--- config.mk ---
export PLATFORM = sky130hd
export DESIGN_NAME = ebml_vint_encoder_core
export DESIGN_NICKNAME = d
export VERILOG_FILES = /design/src/evint_pkg.sv /design/src/evint_len_stage.sv /design/src/evint_plan_stage.sv /design/src/evint_serializer.sv /design/src/ebml_vint_encoder_core.sv
export SDC_FILE = /design/constraint.sdc
export NUM_CORES = 1
export LEC_CHECK = 0
export BUFFER_PORTS_ARGS = -buffer_cell sky130_fd_sc_hd__buf_4
export CAP_MARGIN = 20
export CELL_PAD_IN_SITES_DETAIL_PLACEMENT = 1
export CELL_PAD_IN_SITES_GLOBAL_PLACEMENT = 1
export CORE_ASPECT_RATIO = 0.7
export CORE_UTILIZATION = 45
export CTS_CLUSTER_DIAMETER = 30
export DETAILED_ROUTE_END_ITERATION = 8
export PLACE_DENSITY = 0.86
export REMOVE_ABC_BUFFERS = 1
export SLEW_MARGIN = 10
export SYNTH_ARGS = -nofsm -noshare
export SYNTH_HDL_FRONTEND = slang
export SYNTH_SLANG_ARGS = --single-unit
--- constraint.sdc ---
create_clock -name clk -period 15.1 [get_ports clk]
set_input_delay 0.755 -clock clk [delete_from_list [all_inputs] [get_ports clk]]
set_output_delay 0.755 -clock clk [all_outputs]
set_load 0.01 [all_outputs]
--- src/evint_pkg.sv ---
// Shared types and constants for the EBML variable-length integer encoder.
`default_nettype none

package evint_pkg;

  // Request codes
  localparam logic [1:0] REQ_AUTO  = 2'd0;
  localparam logic [1:0] REQ_FIXED = 2'd1;
  localparam logic [1:0] REQ_SIZE  = 2'd2;

  // Status codes
  localparam logic [1:0] ST_OK        = 2'd0;
  localparam logic [1:0] ST_TOO_SMALL = 2'd1;
  localparam logic [1:0] ST_RANGE     = 2'd2;

  localparam logic [3:0] MAX_LEN = 4'd8;

  typedef struct packed {
    logic [1:0]  req_type;
    logic [63:0] value;
    logic [3:0]  length_arg;
  } evint_in_t;

  typedef struct packed {
    logic [7:0] out_byte;
    logic       last;
    logic [1:0] status;
    logic [3:0] length;
  } evint_out_t;

  // Request plus its automatic length (9 when the value fits no length)
  typedef struct packed {
    evint_in_t  item;
    logic [3:0] n_auto;
  } evint_sized_t;

  // Work handed to the byte serializer
  typedef struct packed {
    logic [63:0] data;    // bytes to send, first byte in the top bits
    logic [2:0]  cnt;     // results left after the current one
    logic [1:0]  status;
    logic [3:0]  length;
  } evint_job_t;

endpackage

`default_nettype wire

--- src/evint_len_stage.sv ---
// Stage one: input register and automatic length search.
`default_nettype none

module evint_len_stage (
  input  wire logic                  clk,
  input  wire logic                  rst_n,
  input  wire logic                  load,
  input  wire logic                  drain,
  input  wire evint_pkg::evint_in_t  in_item,
  output logic                       valid,
  output evint_pkg::evint_sized_t    sized
);

  logic                 valid_r;
  evint_pkg::evint_in_t item_r;
  logic [3:0]           n_auto;

  // Hold the accepted item until the next stage takes it
  always_ff @(posedge clk) begin
    if (!rst_n) begin
      valid_r <= 1'b0;
    end else if (load) begin
      valid_r <= 1'b1;
    end else if (drain) begin
      valid_r <= 1'b0;
    end
  end

  always_ff @(posedge clk) begin
    if (load) begin
      item_r <= in_item;
    end
  end

  // Find the highest nonzero 7-bit group; anything in the top byte needs nine
  always_comb begin
    n_auto = 4'd1;
    for (int k = 1; k < 8; k++) begin
      if (|item_r.value[7*k +: 7]) begin
        n_auto = 4'(k + 1);
      end
    end
    if (|item_r.value[63:56]) begin
      n_auto = 4'd9;
    end
  end

  assign valid        = valid_r;
  assign sized.item   = item_r;
  assign sized.n_auto = n_auto;

endmodule

`default_nettype wire

--- src/evint_plan_stage.sv ---
// Stage two: length choice, range checks, byte alignment and marker.
`default_nettype none

module evint_plan_stage (
  input  wire logic                    clk,
  input  wire logic                    rst_n,
  input  wire logic                    load,
  input  wire logic                    drain,
  input  wire evint_pkg::evint_sized_t sized,
  output logic                         valid,
  output evint_pkg::evint_job_t        job
);

  logic                    valid_r;
  evint_pkg::evint_sized_t sized_r;
  logic [3:0]              n_sel;
  logic [2:0]              n_m1;
  logic [63:0]             shifted;
  logic [7:0]              marker;
  logic [7:0]              top;
  logic [3:0]              cap;
  logic                    fixed_bad;

  // Hold the sized item until the serializer takes it
  always_ff @(posedge clk) begin
    if (!rst_n) begin
      valid_r <= 1'b0;
    end else if (load) begin
      valid_r <= 1'b1;
    end else if (drain) begin
      valid_r <= 1'b0;
    end
  end

  always_ff @(posedge clk) begin
    if (load) begin
      sized_r <= sized;
    end
  end

  // Align the kept bytes to the top of the word and build the marker
  always_comb begin
    n_sel   = (sized_r.item.req_type == evint_pkg::REQ_FIXED) ?
              sized_r.item.length_arg : sized_r.n_auto;
    n_m1    = 3'(n_sel - 4'd1);
    shifted = sized_r.item.value << {~n_m1, 3'b000};
    marker  = 8'h80 >> n_m1;
    top     = shifted[63:56];
    cap     = (sized_r.item.length_arg > evint_pkg::MAX_LEN) ?
              evint_pkg::MAX_LEN : sized_r.item.length_arg;
    fixed_bad = (sized_r.item.length_arg == 4'd0) ||
                (sized_r.item.length_arg > evint_pkg::MAX_LEN) ||
                (top >= marker);
  end

  // Decide between a byte sequence and a single status result
  always_comb begin
    job.data   = '0;
    job.cnt    = '0;
    job.status = evint_pkg::ST_OK;
    job.length = '0;
    if (sized_r.item.req_type == evint_pkg::REQ_FIXED) begin
      if (fixed_bad) begin
        job.status = evint_pkg::ST_RANGE;
      end else begin
        job.data   = {top | marker, shifted[55:0]};
        job.cnt    = n_m1;
        job.length = n_sel;
      end
    end else if (sized_r.n_auto > cap) begin
      job.status = evint_pkg::ST_TOO_SMALL;
    end else if (sized_r.item.req_type == evint_pkg::REQ_AUTO) begin
      job.data   = {top | marker, shifted[55:0]};
      job.cnt    = n_m1;
      job.length = n_sel;
    end else begin
      job.length = sized_r.n_auto;
    end
  end

  assign valid = valid_r;

endmodule

`default_nettype wire

--- src/evint_serializer.sv ---
// Stage three: byte serializer that drives one result per cycle.
`default_nettype none

module evint_serializer (
  input  wire logic                   clk,
  input  wire logic                   rst_n,
  input  wire logic                   load,
  input  wire evint_pkg::evint_job_t  job,
  output logic                        free,
  output logic                        out_valid,
  output evint_pkg::evint_out_t       out_item
);

  logic                  valid_r;
  logic                  valid_nxt;
  evint_pkg::evint_job_t job_r;
  evint_pkg::evint_job_t job_nxt;

  // Free when empty or when the current result is the item's last
  assign free = !valid_r || (job_r.cnt == 3'd0);

  // Load a new item, advance to the next byte, or drop the finished one
  always_comb begin
    valid_nxt = valid_r;
    job_nxt   = job_r;
    if (load) begin
      valid_nxt = 1'b1;
      job_nxt   = job;
    end else if (valid_r && (job_r.cnt != 3'd0)) begin
      job_nxt.data = {job_r.data[55:0], 8'h00};
      job_nxt.cnt  = job_r.cnt - 3'd1;
    end else begin
      valid_nxt = 1'b0;
    end
  end

  always_ff @(posedge clk) begin
    if (!rst_n) begin
      valid_r <= 1'b0;
    end else begin
      valid_r <= valid_nxt;
    end
  end

  always_ff @(posedge clk) begin
    job_r <= job_nxt;
  end

  assign out_valid         = valid_r;
  assign out_item.out_byte = job_r.data[63:56];
  assign out_item.last     = (job_r.cnt == 3'd0);
  assign out_item.status   = job_r.status;
  assign out_item.length   = job_r.length;

  // A byte that is not the last is followed by the next byte of the same item
  a_burst_continues: assert property (@(posedge clk) disable iff (!rst_n)
    valid_r && (job_r.cnt != 3'd0) |=> valid_r && (job_r.length == $past(job_r.length)))
    else $error("serializer burst broken");

  // Error results are single, zero and lengthless
  a_error_shape: assert property (@(posedge clk) disable iff (!rst_n)
    valid_r && (job_r.status != evint_pkg::ST_OK) |->
      (job_r.cnt == 3'd0) && (job_r.length == 4'd0) && (job_r.data[63:56] == 8'h00))
    else $error("malformed error result");

  // Never load over a byte that still has followers
  a_no_overwrite: assert property (@(posedge clk) disable iff (!rst_n)
    load |-> free)
    else $error("serializer overwritten");

endmodule

`default_nettype wire

--- src/ebml_vint_encoder_core.sv ---
// An item passes the stage one, stage two and serializer registers to the ports.
// Throughput: one item per cycle for single-result items while the serializer is
// free; an n-byte encode holds it to its last byte; the output port sets the rate.
// busy rises when the serializer is mid-burst and both stage registers are full.
// Reset (synchronous, active low) empties all stages; no result is pending.
// Results cannot be held off by the receiver.
`default_nettype none

module ebml_vint_encoder_core (
  input  wire logic                  clk,
  input  wire logic                  rst_n,
  input  wire logic                  start,
  output logic                       busy,
  input  wire evint_pkg::evint_in_t  in_item,
  output logic                       out_valid,
  output evint_pkg::evint_out_t      out_item
);

  logic                    s1_valid;
  logic                    s2_valid;
  logic                    ser_free;
  logic                    s1_ready;
  logic                    s2_ready;
  logic                    s1_move;
  logic                    s2_move;
  logic                    accept;
  evint_pkg::evint_sized_t sized;
  evint_pkg::evint_job_t   job;

  // Stall chain: a stage takes a new item when empty or when it is passing one on
  assign s2_move  = s2_valid && ser_free;
  assign s2_ready = !s2_valid || ser_free;
  assign s1_move  = s1_valid && s2_ready;
  assign s1_ready = !s1_valid || s2_ready;
  assign busy     = !s1_ready;
  assign accept   = start && !busy;

  evint_len_stage u_len (
    .clk     (clk),
    .rst_n   (rst_n),
    .load    (accept),
    .drain   (s1_move),
    .in_item (in_item),
    .valid   (s1_valid),
    .sized   (sized)
  );

  evint_plan_stage u_plan (
    .clk   (clk),
    .rst_n (rst_n),
    .load  (s1_move),
    .drain (s2_move),
    .sized (sized),
    .valid (s2_valid),
    .job   (job)
  );

  evint_serializer u_ser (
    .clk       (clk),
    .rst_n     (rst_n),
    .load      (s2_move),
    .job       (job),
    .free      (ser_free),
    .out_valid (out_valid),
    .out_item  (out_item)
  );

  // An accepted item is held in stage one on the next cycle
  a_accept_lands: assert property (@(posedge clk) disable iff (!rst_n)
    accept |=> s1_valid)
    else $error("accepted item lost");

  // busy only when stage one holds an item that cannot move
  a_busy_cause: assert property (@(posedge clk) disable iff (!rst_n)
    busy |-> s1_valid && s2_valid && !ser_free)
    else $error("spurious busy");

  // A waiting stage two item keeps its place while the serializer is occupied
  a_s2_holds: assert property (@(posedge clk) disable iff (!rst_n)
    s2_valid && !ser_free |=> s2_valid)
    else $error("stage two item dropped");

endmodule

`default_nettype wire

==> results of run 1 <==
-- power by group --
group / switching [mW] / total (mW) / leakage [nW] / internal [mW]
clock: 0.290 / 0.860 / 0.626 / 0.571
combinational: 0.103 / 0.169 / 1.88 / 0.0657
sequential: 0.0210 / 0.736 / 2.09 / 0.715
-- cells in the mapped netlist, drive strengths merged --
library cell	instances	share of area
a22o	29	0.026
or3	2	0.0019
nand2b	3	0.0019
o32ai	5	0.0044
mux4	8	0.018
nor3	6	0.0030
clkbuf	19	0.0072
and3b	1	0.00088
o21ai	38	0.022
o22ai	7	0.0044
and3	17	0.011
a21boi	1	0.00076
a21oi	5	0.0025
mux2i	45	0.045
a211oi	1	0.00076
or2	1	0.00063
a31oi	2	0.0013
buf	34	0.023
o21a	3	0.0023
nand3	23	0.012
a32oi	8	0.0071
xor2	2	0.0018
nor4	8	0.0051
mux2	10	0.011
ha	24	0.030
o211ai	6	0.0045
nand4	1	0.00063
and2	9	0.0057
nor2	25	0.0095
nor2b	6	0.0038
a2111oi	1	0.0015
inv	13	0.0049
nand2	109	0.041
a32o	5	0.0051
a22oi	1	0.00076
or4	6	0.0049
xnor2	2	0.0018
dfxtp	3	0.0061
o41ai	2	0.0033
a311o	4	0.0040
edfxtp	217	0.66
-- metal layers --
layer / part of all wire / wire length [um] / vias up / track usage
met1: 0.45 / 12000 / 3242 / 0.353
li1: - / - / 2895 / -
met4: 0.016 / 443 / 0 / 0.0618
met3: 0.085 / 2300 / 41 / 0.0631
met2: 0.45 / 12100 / 311 / 0.371
met5: 0 / 0 / - / 0
-- logic make-up (layout without fill, tap and decap cells) --
logic type,Yosys count,after routing
mux,63,63
fa+ha+maj,24,24
buf+inv,66,184
xor+xnor,4,4
simple gates,217,217
flops,220,220
compound gates,118,118
-- final timing paths --
check	slack (ps)	startpoint	to
max	9310	u_plan.sized_r[73]	u_ser.job_r[42]
max reg2reg	9310	u_plan.sized_r[73]	u_ser.job_r[42]
min	420	u_len.sized[12]	u_plan.sized_r[12]
min reg2reg	420	u_len.sized[12]	u_plan.sized_r[12]
-- stage by stage --
stage / worst slack, ps / hold slack [ps] / cell area (um^2) / util
after floorplan: 8230 / 400 / 9610 / -
after global placement: 9750 / 403 / 10800 / 0.498
after detailed placement: 9450 / 408 / 10800 / 0.498
after CTS: 9420 / 406 / 12000 / 0.557
after global routing: 8950 / 405 / 12000 / 0.557
final: 9310 / 417 / 12000 / 0.557
-- flip-flops by register name, indices dropped and copies added, names as in the netlist --
register / flops
u_plan.sized_r: 74
u_len.sized: 70
u_ser.job_r: 59
u_ser.out_item: 14
u_len.valid: 1
u_plan.valid: 1
u_ser.out_valid: 1
-- cell type report --
cell class	count	area [um^2]
multi-input combinational	426	3010
tap	282	353
sequential	220	6580
fill	2137	9580
clock buffer	48	1030
timing repair buffer	102	766
inverter	13	48.8
clock inverter	21	256
-- worst max-delay path, cell delays in order (launching register included) --
cell and delay [ps]:
edfxtp_1 470, nor2b_1 530, mux2_1 390, buf_4 270, inv_2 530, buf_4 500, mux2i_1 360, mux2i_1 170
nand2_1 110, nand2_1 60, ha_1 280, o21ai_0 180, nor2_1 70, or3_4 380, o21a_1 250, or4_4 710
o21ai_0 290
==> flow_metrics.env, run 1 <==
export IMPL_gr_total_overflow=0
export IMPL_fmax_mhz=173
export IMPL_synth_cell_types=50
export IMPL_fin_crit_sh=0.383
export IMPL_antenna_found_initial=0
export IMPL_design_power_total_mw=1.77
export IMPL_violations="DRC"
export IMPL_ys_warn_count=0
export IMPL_max_slew_margin=0.353
export IMPL_synthCells=712
export IMPL_area_delta_synth_final_pct=21.5
export IMPL_globalRouteTotalUtil=0.245
export IMPL_synth_top_family_by_area="simple AND/OR/NAND/NOR gates"
export IMPL_setup_tns_ps=0
export IMPL_grt_pass1_vias=6825
export IMPL_gp_congestion=0.895
export IMPL_synthXorXnorAreaFrac=0.00354
export IMPL_drtIter0Drc=715
export IMPL_ant_nets=0
export IMPL_syn_avg_cell_area_um2=13.9
export IMPL_post_cts_setup_buffers=0
export IMPL_wl_per_cell_um=24.2
export IMPL_setup_viol=0
export IMPL_grt_max_degree=75
export IMPL_cts_sinks=220
export IMPL_cts_hold_buffers=0
export IMPL_drive_gt1_frac=0.240
export IMPL_vias=6489
export IMPL_synthAdderAreaFrac=0.0303
export IMPL_cts_root_buf="clkbuf_16"
export IMPL_clkLatencyLatePin_ps=510
export IMPL_htree_levels=2
export IMPL_io_pins=90
export IMPL_seq_area_frac_synth=0.664
export IMPL_drv_cap=0
export IMPL_ys_ff_latch=220
export IMPL_synth_simple_gate_area_frac=0.102
export IMPL_synthMuxAreaShare=0.0750
export IMPL_power_density_nw_per_um2=147
export IMPL_end_kind="register"
export IMPL_fin_cells=1112
export IMPL_place_inst=1043
export IMPL_vdd_drop_max_mv=0.128
export IMPL_min_path_type="register to register"
export IMPL_tightest_slew_ps=970
export IMPL_core_um2=21600
export IMPL_die_x_um=179
export IMPL_cts_tree="yes"
export IMPL_via_per_inst=5.84
export IMPL_dieArea_um2=22600
export IMPL_ctsResizeCount=0
export IMPL_critPathKind="register to register"
export IMPL_skew_ps=21.1
export IMPL_wl_um=26900
export IMPL_hold_path_depth=0
export IMPL_rr_worst_depth=16
export IMPL_cp_required_ps=15420
export IMPL_finalCriticalPeriod_ps=5790
export IMPL_die_y_um=126
export IMPL_cp_max_fo=35
export IMPL_cts_reportedPaths_clkPinSlew_ps=50
export IMPL_worst_endpoint_arrival_ps=6110
export IMPL_initial_core_util=0.458
export IMPL_synth_compound_area_frac=0.0905
export IMPL_drtPass1Iterations=9
export IMPL_cts_made_buffers=38
export IMPL_rows=45
export IMPL_syn_area_um2=9910
export IMPL_finalHoldViolations=0
export IMPL_cp_start_kind="register"
export IMPL_cts_buffer_depth=3
export IMPL_grt_pass1_wl_um=40800
export IMPL_outcome="finished with violations"
export IMPL_slew_violations=0
export IMPL_layout_nets=898
export IMPL_dp_hpwl_um=18400
export IMPL_numPortBuffers=89
export IMPL_route_detailed_drc=2
export IMPL_rsz0062_at_grt="no"
export IMPL_p_leak_nw=4.59
export IMPL_final_common_cell="edfxtp_1"
export IMPL_diodes=0
export IMPL_final_cell_mix="edfxtp_1 (217), nand2_1 (109), buf_4 (102)"
No activity file was read; power rests on OpenSTA's default activity.
==> run 2: changes to the inputs <==
--- a/config.mk
+++ b/config.mk
@@ -5,15 +5,16 @@
 export SDC_FILE = /design/constraint.sdc
 export NUM_CORES = 1
 export LEC_CHECK = 0
+export ABC_AREA = 1
 export BUFFER_PORTS_ARGS = -buffer_cell sky130_fd_sc_hd__buf_4
 export CAP_MARGIN = 20
 export CELL_PAD_IN_SITES_DETAIL_PLACEMENT = 1
 export CELL_PAD_IN_SITES_GLOBAL_PLACEMENT = 1
 export CORE_ASPECT_RATIO = 0.7
-export CORE_UTILIZATION = 45
+export CORE_UTILIZATION = 42
 export CTS_CLUSTER_DIAMETER = 30
 export DETAILED_ROUTE_END_ITERATION = 8
-export PLACE_DENSITY = 0.86
+export PLACE_DENSITY = 0.88
 export REMOVE_ABC_BUFFERS = 1
 export SLEW_MARGIN = 10
 export SYNTH_ARGS = -nofsm -noshare
==> constraint.sdc (replaced) <==
create_clock -name clk -period 5.2 [get_ports clk]
set_input_delay 0.26 -clock clk [delete_from_list [all_inputs] [get_ports clk]]
set_output_delay 0.26 -clock clk [all_outputs]
set_load 0.01 [all_outputs]
==> flow_metrics.env, run 2 <==
export IMPL_diodes=0
export IMPL_crit_path_cell_trace="inv_1, nand2_2, nand2_1, nand2_2, inv_1, ha_1, buf_4, nand3_1, nand2_1, nand2_1, o21ai_1, inv_1, ha_1, inv_1, nor2_1, o21ai_0, nand2_1, nand2_1, nand3_1, nand2_1, buf_4, nand2_1, nor2_1"
export IMPL_vias=8649
export IMPL_tightest_slew_ps=933
export IMPL_post_cts_setup_buffers=0
export IMPL_wl_per_cell_um=22.0
export IMPL_drv_cap=0
export IMPL_largest_reg_flops=74
export IMPL_slowest_stage="buf_4"
export IMPL_via_per_inst=5.51
export IMPL_fmax_mhz=215
export IMPL_seq_area_frac_synth=0.626
export IMPL_setup_tns_ps=0
export IMPL_ctsResizeCount=0
export IMPL_final_common_cell="nand2_1"
export IMPL_synth_top_area_cell="edfxtp_1"
export IMPL_cts_reportedPaths_clkPinSlew_ps=60
export IMPL_synthCells=1072
export IMPL_outcome="finished clean"
export IMPL_ys_ff_latch=220
export IMPL_ys_warn_count=0
export IMPL_area_delta_synth_final_pct=27.7
export IMPL_yosys_top_cells_area="edfxtp_1 (62%), nand2_1 (13%), nand3_1 (10%)"
export IMPL_seq_area_um2=6580
export IMPL_cts_tree="yes"
export IMPL_yosysMostFrequentCell="nand2_1"
export IMPL_initial_core_util=0.427
export IMPL_clkLatencyLatePin_ps=550
export IMPL_cts_root_buf="clkbuf_16"
export IMPL_grt_pass1_wl_um=52700
export IMPL_cts_sinks=220
export IMPL_setup_viol=0
export IMPL_power_density_nw_per_um2=402
export IMPL_cts_made_buffers=41
export IMPL_die_y_um=134
export IMPL_gr_total_overflow=0
export IMPL_synthArstFlopShare=0
export IMPL_critPathMaxStageDelay_ps=540
export IMPL_cts_buffer_depth=3
export IMPL_drtPass1Iterations=7
export IMPL_cp_max_fo=56
export IMPL_ant_nets=0
export IMPL_place_inst=1430
export IMPL_critPathKind="register to register"
export IMPL_synth_top_area_share=0.620
export IMPL_dieArea_um2=25700
export IMPL_top_register="u_plan.sized_r"
export IMPL_grt_max_degree=74
export IMPL_max_slew_margin=0.377
export IMPL_rows=48
export IMPL_multiInputGateArea_um2=3280
export IMPL_syn_avg_cell_area_um2=9.80
export IMPL_slew_violations=0
export IMPL_fin_crit_sh=0.894
export IMPL_cp_start_kind="register"
export IMPL_vdd_drop_max_mv=0.403
export IMPL_p_leak_nw=5.67
export IMPL_synthTopCellsByCount="nand2_1 (352), edfxtp_1 (217), nand3_1 (216), inv_1 (69), nor2_1 (43)"
export IMPL_fillers=2696
export IMPL_io_pins=90
export IMPL_layout_nets=1315
export IMPL_synth_edf_count=217
export IMPL_globalRouteTotalUtil=0.274
export IMPL_worst_endpoint_arrival_ps=4990
export IMPL_wl_um=34600
export IMPL_rsz0062_at_grt="no"
export IMPL_synthFlopType="edfxtp_1"
export IMPL_skew_ps=34.6
export IMPL_gp_congestion=0.877
export IMPL_route_detailed_drc=0
export IMPL_dp_hpwl_um=20500
export IMPL_htree_levels=2
export IMPL_core_um2=24600
export IMPL_finalCriticalPeriod_ps=4650
export IMPL_crit_top_cell="nand2_1"
export IMPL_fin_cells=1571
export IMPL_finalHoldViolations=0
export IMPL_numPortBuffers=89
export IMPL_final_cell_mix="nand2_1 (349), edfxtp_1 (217), nand3_1 (216)"
export IMPL_grt_pass1_vias=8895
export IMPL_cp_required_ps=5540
export IMPL_synth_cell_types=29
export IMPL_drive_gt1_frac=0.151
export IMPL_drtIter0Drc=754
export IMPL_min_path_type="input port to register"
export IMPL_cts_hold_buffers=70
export IMPL_die_x_um=191
export IMPL_end_kind="register"
export IMPL_antenna_found_initial=0
export IMPL_syn_area_um2=10500
==> run 2: changes by cell type in the layout (fill, tap and decap cells not counted), moves of 9 or more <==
cell           change
nor2_1            +18
a22o_1            -29
inv_1             +55
mux2i_1           -45
mux2_2             -9
nand3_1          +193
nand2_1          +240
and3_1            -17
dlygate4sd3_1     +70
==> run 2: cells by family (layout without fill, tap and decap cells) <==
family	count (synthesis)	in the layout	share of synthesized area
buffers and inverters	146	320	0.0622
adders and majority gates	24	24	0.0286
DFF	220	220	0.626
and+or+nand+nor	647	647	0.265
AOI/OAI and AO/OA	35	35	0.0179
==> run 2: worst max-delay path, delay by kind of cell (launching register included) <==
kind / cells / cell delay, ps
buf+inv: 6 / 1230
flops: 1 / 450
fa+ha+maj: 2 / 600
simple gates: 13 / 1850
compound gates: 2 / 290
==> run 2: power by group <==
group	leakage [nW]	internal (mW)	switching, mW
clock	0.662	1.69	0.997
sequential	2.09	2.07	0.0573
combinational	2.92	0.198	0.369
==> run 2: through the flow <==
| stage | area [um^2] | power [mW] | setup slack (ps) | hold WS, ps | util |
|---|---|---|---|---|---|
| global placement | 11300 | 2.62 | 1270 | 406 | 0.460 |
| detailed placement | 11300 | 2.65 | 1010 | 406 | 0.460 |
| floorplan | 10100 | 2.44 | -2660 | 359 | - |
| global route | 13400 | 5.55 | 274 | 30.8 | 0.545 |
| finish | 13400 | 5.39 | 553 | 10.1 | 0.545 |
| CTS | 13400 | 5.34 | 768 | 6.62 | 0.545 |
==> run 2: worst paths after layout <==
path / start / endpoint / slack [ps] / cells after the start
min reg2reg: u_len.sized[12] / u_plan.sized_r[12] / 420 / 0
max: u_plan.sized_r[73] / u_ser.job_r[14] / 550 / 23
min: rst_n / u_ser.out_valid / 10 / 3
max reg2reg: u_plan.sized_r[73] / u_ser.job_r[14] / 550 / 23
==> run 2: per-layer routing <==
layer | part of all wire | GRT usage | up-vias
met3 | 0.068 | 0.0471 | 89
met2 | 0.48 | 0.461 | 397
met5 | 0 | 0 | -
li1 | - | - | 3924
met4 | 0.036 | 0.108 | 0
met1 | 0.41 | 0.352 | 4239
==> run 2: cell type report <==
type                    count  area share
clock buffers              47      0.0797
clock inverters            24      0.0229
inverters                  76      0.0213
multi-input cells         706       0.245
flip-flops and latches    220       0.490
well taps                 325      0.0303
repair buffers            173       0.111
==> run 3: changes to the inputs <==
--- a/config.mk
+++ b/config.mk
@@ -11,12 +11,12 @@
 export CELL_PAD_IN_SITES_DETAIL_PLACEMENT = 1
 export CELL_PAD_IN_SITES_GLOBAL_PLACEMENT = 1
 export CORE_ASPECT_RATIO = 0.7
-export CORE_UTILIZATION = 42
+export CORE_UTILIZATION = 45
 export CTS_CLUSTER_DIAMETER = 30
 export DETAILED_ROUTE_END_ITERATION = 8
-export PLACE_DENSITY = 0.88
+export PLACE_DENSITY = 0.89
 export REMOVE_ABC_BUFFERS = 1
-export SLEW_MARGIN = 10
+export SLEW_MARGIN = 20
 export SYNTH_ARGS = -nofsm -noshare
 export SYNTH_HDL_FRONTEND = slang
 export SYNTH_SLANG_ARGS = --single-unit
==> constraint.sdc (replaced) <==
create_clock -name clk -period 5 [get_ports clk]
set_input_delay 0.25 -clock clk [delete_from_list [all_inputs] [get_ports clk]]
set_output_delay 0.25 -clock clk [all_outputs]
set_load 0.01 [all_outputs]
==> flow_metrics.env, run 3 (synthesis gave the netlist of run 2 again) <==
export IMPL_grt_pass1_wl_um=52400
export IMPL_gr_total_overflow=0
export IMPL_fmax_mhz=217
export IMPL_r2r_start="u_plan.sized_r[72]"
export IMPL_outcome="finished clean"
export IMPL_crit_start="u_plan.sized_r[72]"
export IMPL_gp_congestion=0.901
export IMPL_area_delta_synth_final_pct=26.6
export IMPL_ctsResizeCount=0
export IMPL_cts_buffer_depth=3
export IMPL_cp_required_ps=5360
export IMPL_drive_gt1_frac=0.148
export IMPL_dp_hpwl_um=20700
export IMPL_finalHoldViolations=0
export IMPL_slew_violations=0
export IMPL_cts_made_buffers=39
export IMPL_max_slew_margin=0.356
export IMPL_wl_per_cell_um=21.8
export IMPL_drtIter0Drc=878
export IMPL_ant_nets=0
export IMPL_diodes=0
export IMPL_cts_tree="yes"
export IMPL_placed_area_um2=11300
export IMPL_grt_max_degree=74
export IMPL_numPortBuffers=89
export IMPL_rr_worst_depth=21
export IMPL_place_inst=1419
export IMPL_setup_viol=0
export IMPL_final_cell_mix="nand2_1 (349), edfxtp_1 (217), nand3_1 (216)"
export IMPL_final_util=0.584
export IMPL_cp_start_kind="register"
export IMPL_largest_reg_flops=74
export IMPL_via_per_inst=5.57
export IMPL_cts_root_buf="clkbuf_16"
export IMPL_vdd_drop_max_mv=0.343
export IMPL_worstReg2RegEnd="u_ser.job_r[34]"
export IMPL_cts_sinks=220
export IMPL_route_detailed_drc=0
export IMPL_critPathKind="register to register"
export IMPL_initial_core_util=0.461
export IMPL_cts_reportedPaths_clkPinSlew_ps=60
export IMPL_holdWs_ps=45.1
export IMPL_io_pins=90
export IMPL_worst_endpoint_arrival_ps=4960
export IMPL_min_path_type="input port to register"
export IMPL_end_kind="register"
export IMPL_top_register="u_plan.sized_r"
export IMPL_power_density_nw_per_um2=406
export IMPL_drv_cap=0
export IMPL_clkLatencyLatePin_ps=530
export IMPL_fin_crit_sh=0.920
export IMPL_wl_um=34000
export IMPL_htree_levels=2
export IMPL_drtPass1Iterations=8
export IMPL_tightest_slew_ps=966
export IMPL_cts_hold_buffers=70
export IMPL_final_common_cell="nand2_1"
export IMPL_core_um2=22800
export IMPL_r2r_slack_ps=400
export IMPL_vias=8679
export IMPL_rsz0062_at_grt="no"
export IMPL_finalCriticalPeriod_ps=4600
export IMPL_layout_nets=1315
export IMPL_grt_pass1_vias=9025
export IMPL_cp_max_fo=38
export IMPL_rows=46
export IMPL_dieArea_um2=24000
export IMPL_die_x_um=185
export IMPL_fin_area_um2=13300
export IMPL_antenna_found_initial=1
export IMPL_globalRouteTotalUtil=0.294
export IMPL_die_y_um=130
export IMPL_skew_ps=34.8
export IMPL_cp_endpoint="u_ser.job_r[34]"
export IMPL_post_cts_setup_buffers=0
export IMPL_fin_cells=1559
export IMPL_p_leak_nw=5.63
-- run 3: changes by cell type in the layout (fill, tap and decap cells not counted), moves of 2 or more --
| cell | before | now |
|---|---|---|
| clkinv_4 | 5 | 1 |
| clkbuf_1 | 4 | 7 |
| clkinv_2 | 4 | 7 |
| buf_4 | 102 | 104 |
| clkbuf_8 | 2 | 0 |
| inv_6 | 3 | 5 |
-- run 3: metal layers --
layer / global-route usage / share of wire / vias up
met2: 0.482 / 0.46 / 431
met4: 0.133 / 0.043 / 0
met1: 0.382 / 0.42 / 4210
met5: 0 / 0 / -
li1: - / - / 3927
met3: 0.0572 / 0.074 / 111
-- run 3: how the worst min path moves through the flow --
stage	from	end	slack [ps]	cells after the start
global route	rst_n	u_plan.valid	40	3
finish	rst_n	u_plan.valid	50	3
global placement	u_len.sized[73]	u_plan.sized_r[73]	410	0
floorplan	in_item[6]	u_len.sized[10]	350	0
detailed placement	u_len.sized[5]	u_plan.sized_r[5]	410	0
CTS	rst_n	u_plan.valid	40	3
-- run 3: stage by stage --
| step | total power, mW | TNS, ps | worst slack, ps |
|---|---|---|---|
| 6_report | 5.41 | 0 | 402 |
| 5_1_grt | 5.55 | 0 | 127 |
| 4_1_cts | 5.38 | 0 | 577 |
| 3_5_place_dp | 2.77 | 0 | 746 |
| 3_3_place_gp | 2.74 | 0 | 880 |
| 2_1_floorplan | 2.53 | -180330 | -2860 |
-- run 3: where the power goes --
| part | switching (mW) | internal (mW) | total, mW | leakage (nW) |
|---|---|---|---|---|
| registers | 0.0581 | 2.16 | 2.22 | 2.09 |
| logic | 0.391 | 0.207 | 0.599 | 2.93 |
| clock network | 0.957 | 1.63 | 2.59 | 0.612 |
-- run 3: worst max-delay path, stage by stage (launching register included) --
cell and delay, ps:
edfxtp_1 500, nand2_2 210, nand2_1 110, nand2_2 140, inv_1 70, ha_1 300, inv_1 320, buf_12 260
o21ai_0 190, o21ai_1 300, inv_1 80, ha_1 280, inv_1 70, nor2_1 40, o21ai_0 140, nand2_1 100
nand2_1 100, nand3_1 130, nand2_1 430, buf_4 390, nand3_1 120, nand2_1 110
-- run 3: area by class of cell --
type / instances / area (um^2)
inverters: 76 / 287
well taps: 312 / 390
fillers: 2477 / 9490
repair buffers: 175 / 1500
clock inverters: 23 / 234
multi-input cells: 706 / 3290
clock buffers: 47 / 1030
flip-flops and latches: 220 / 6580
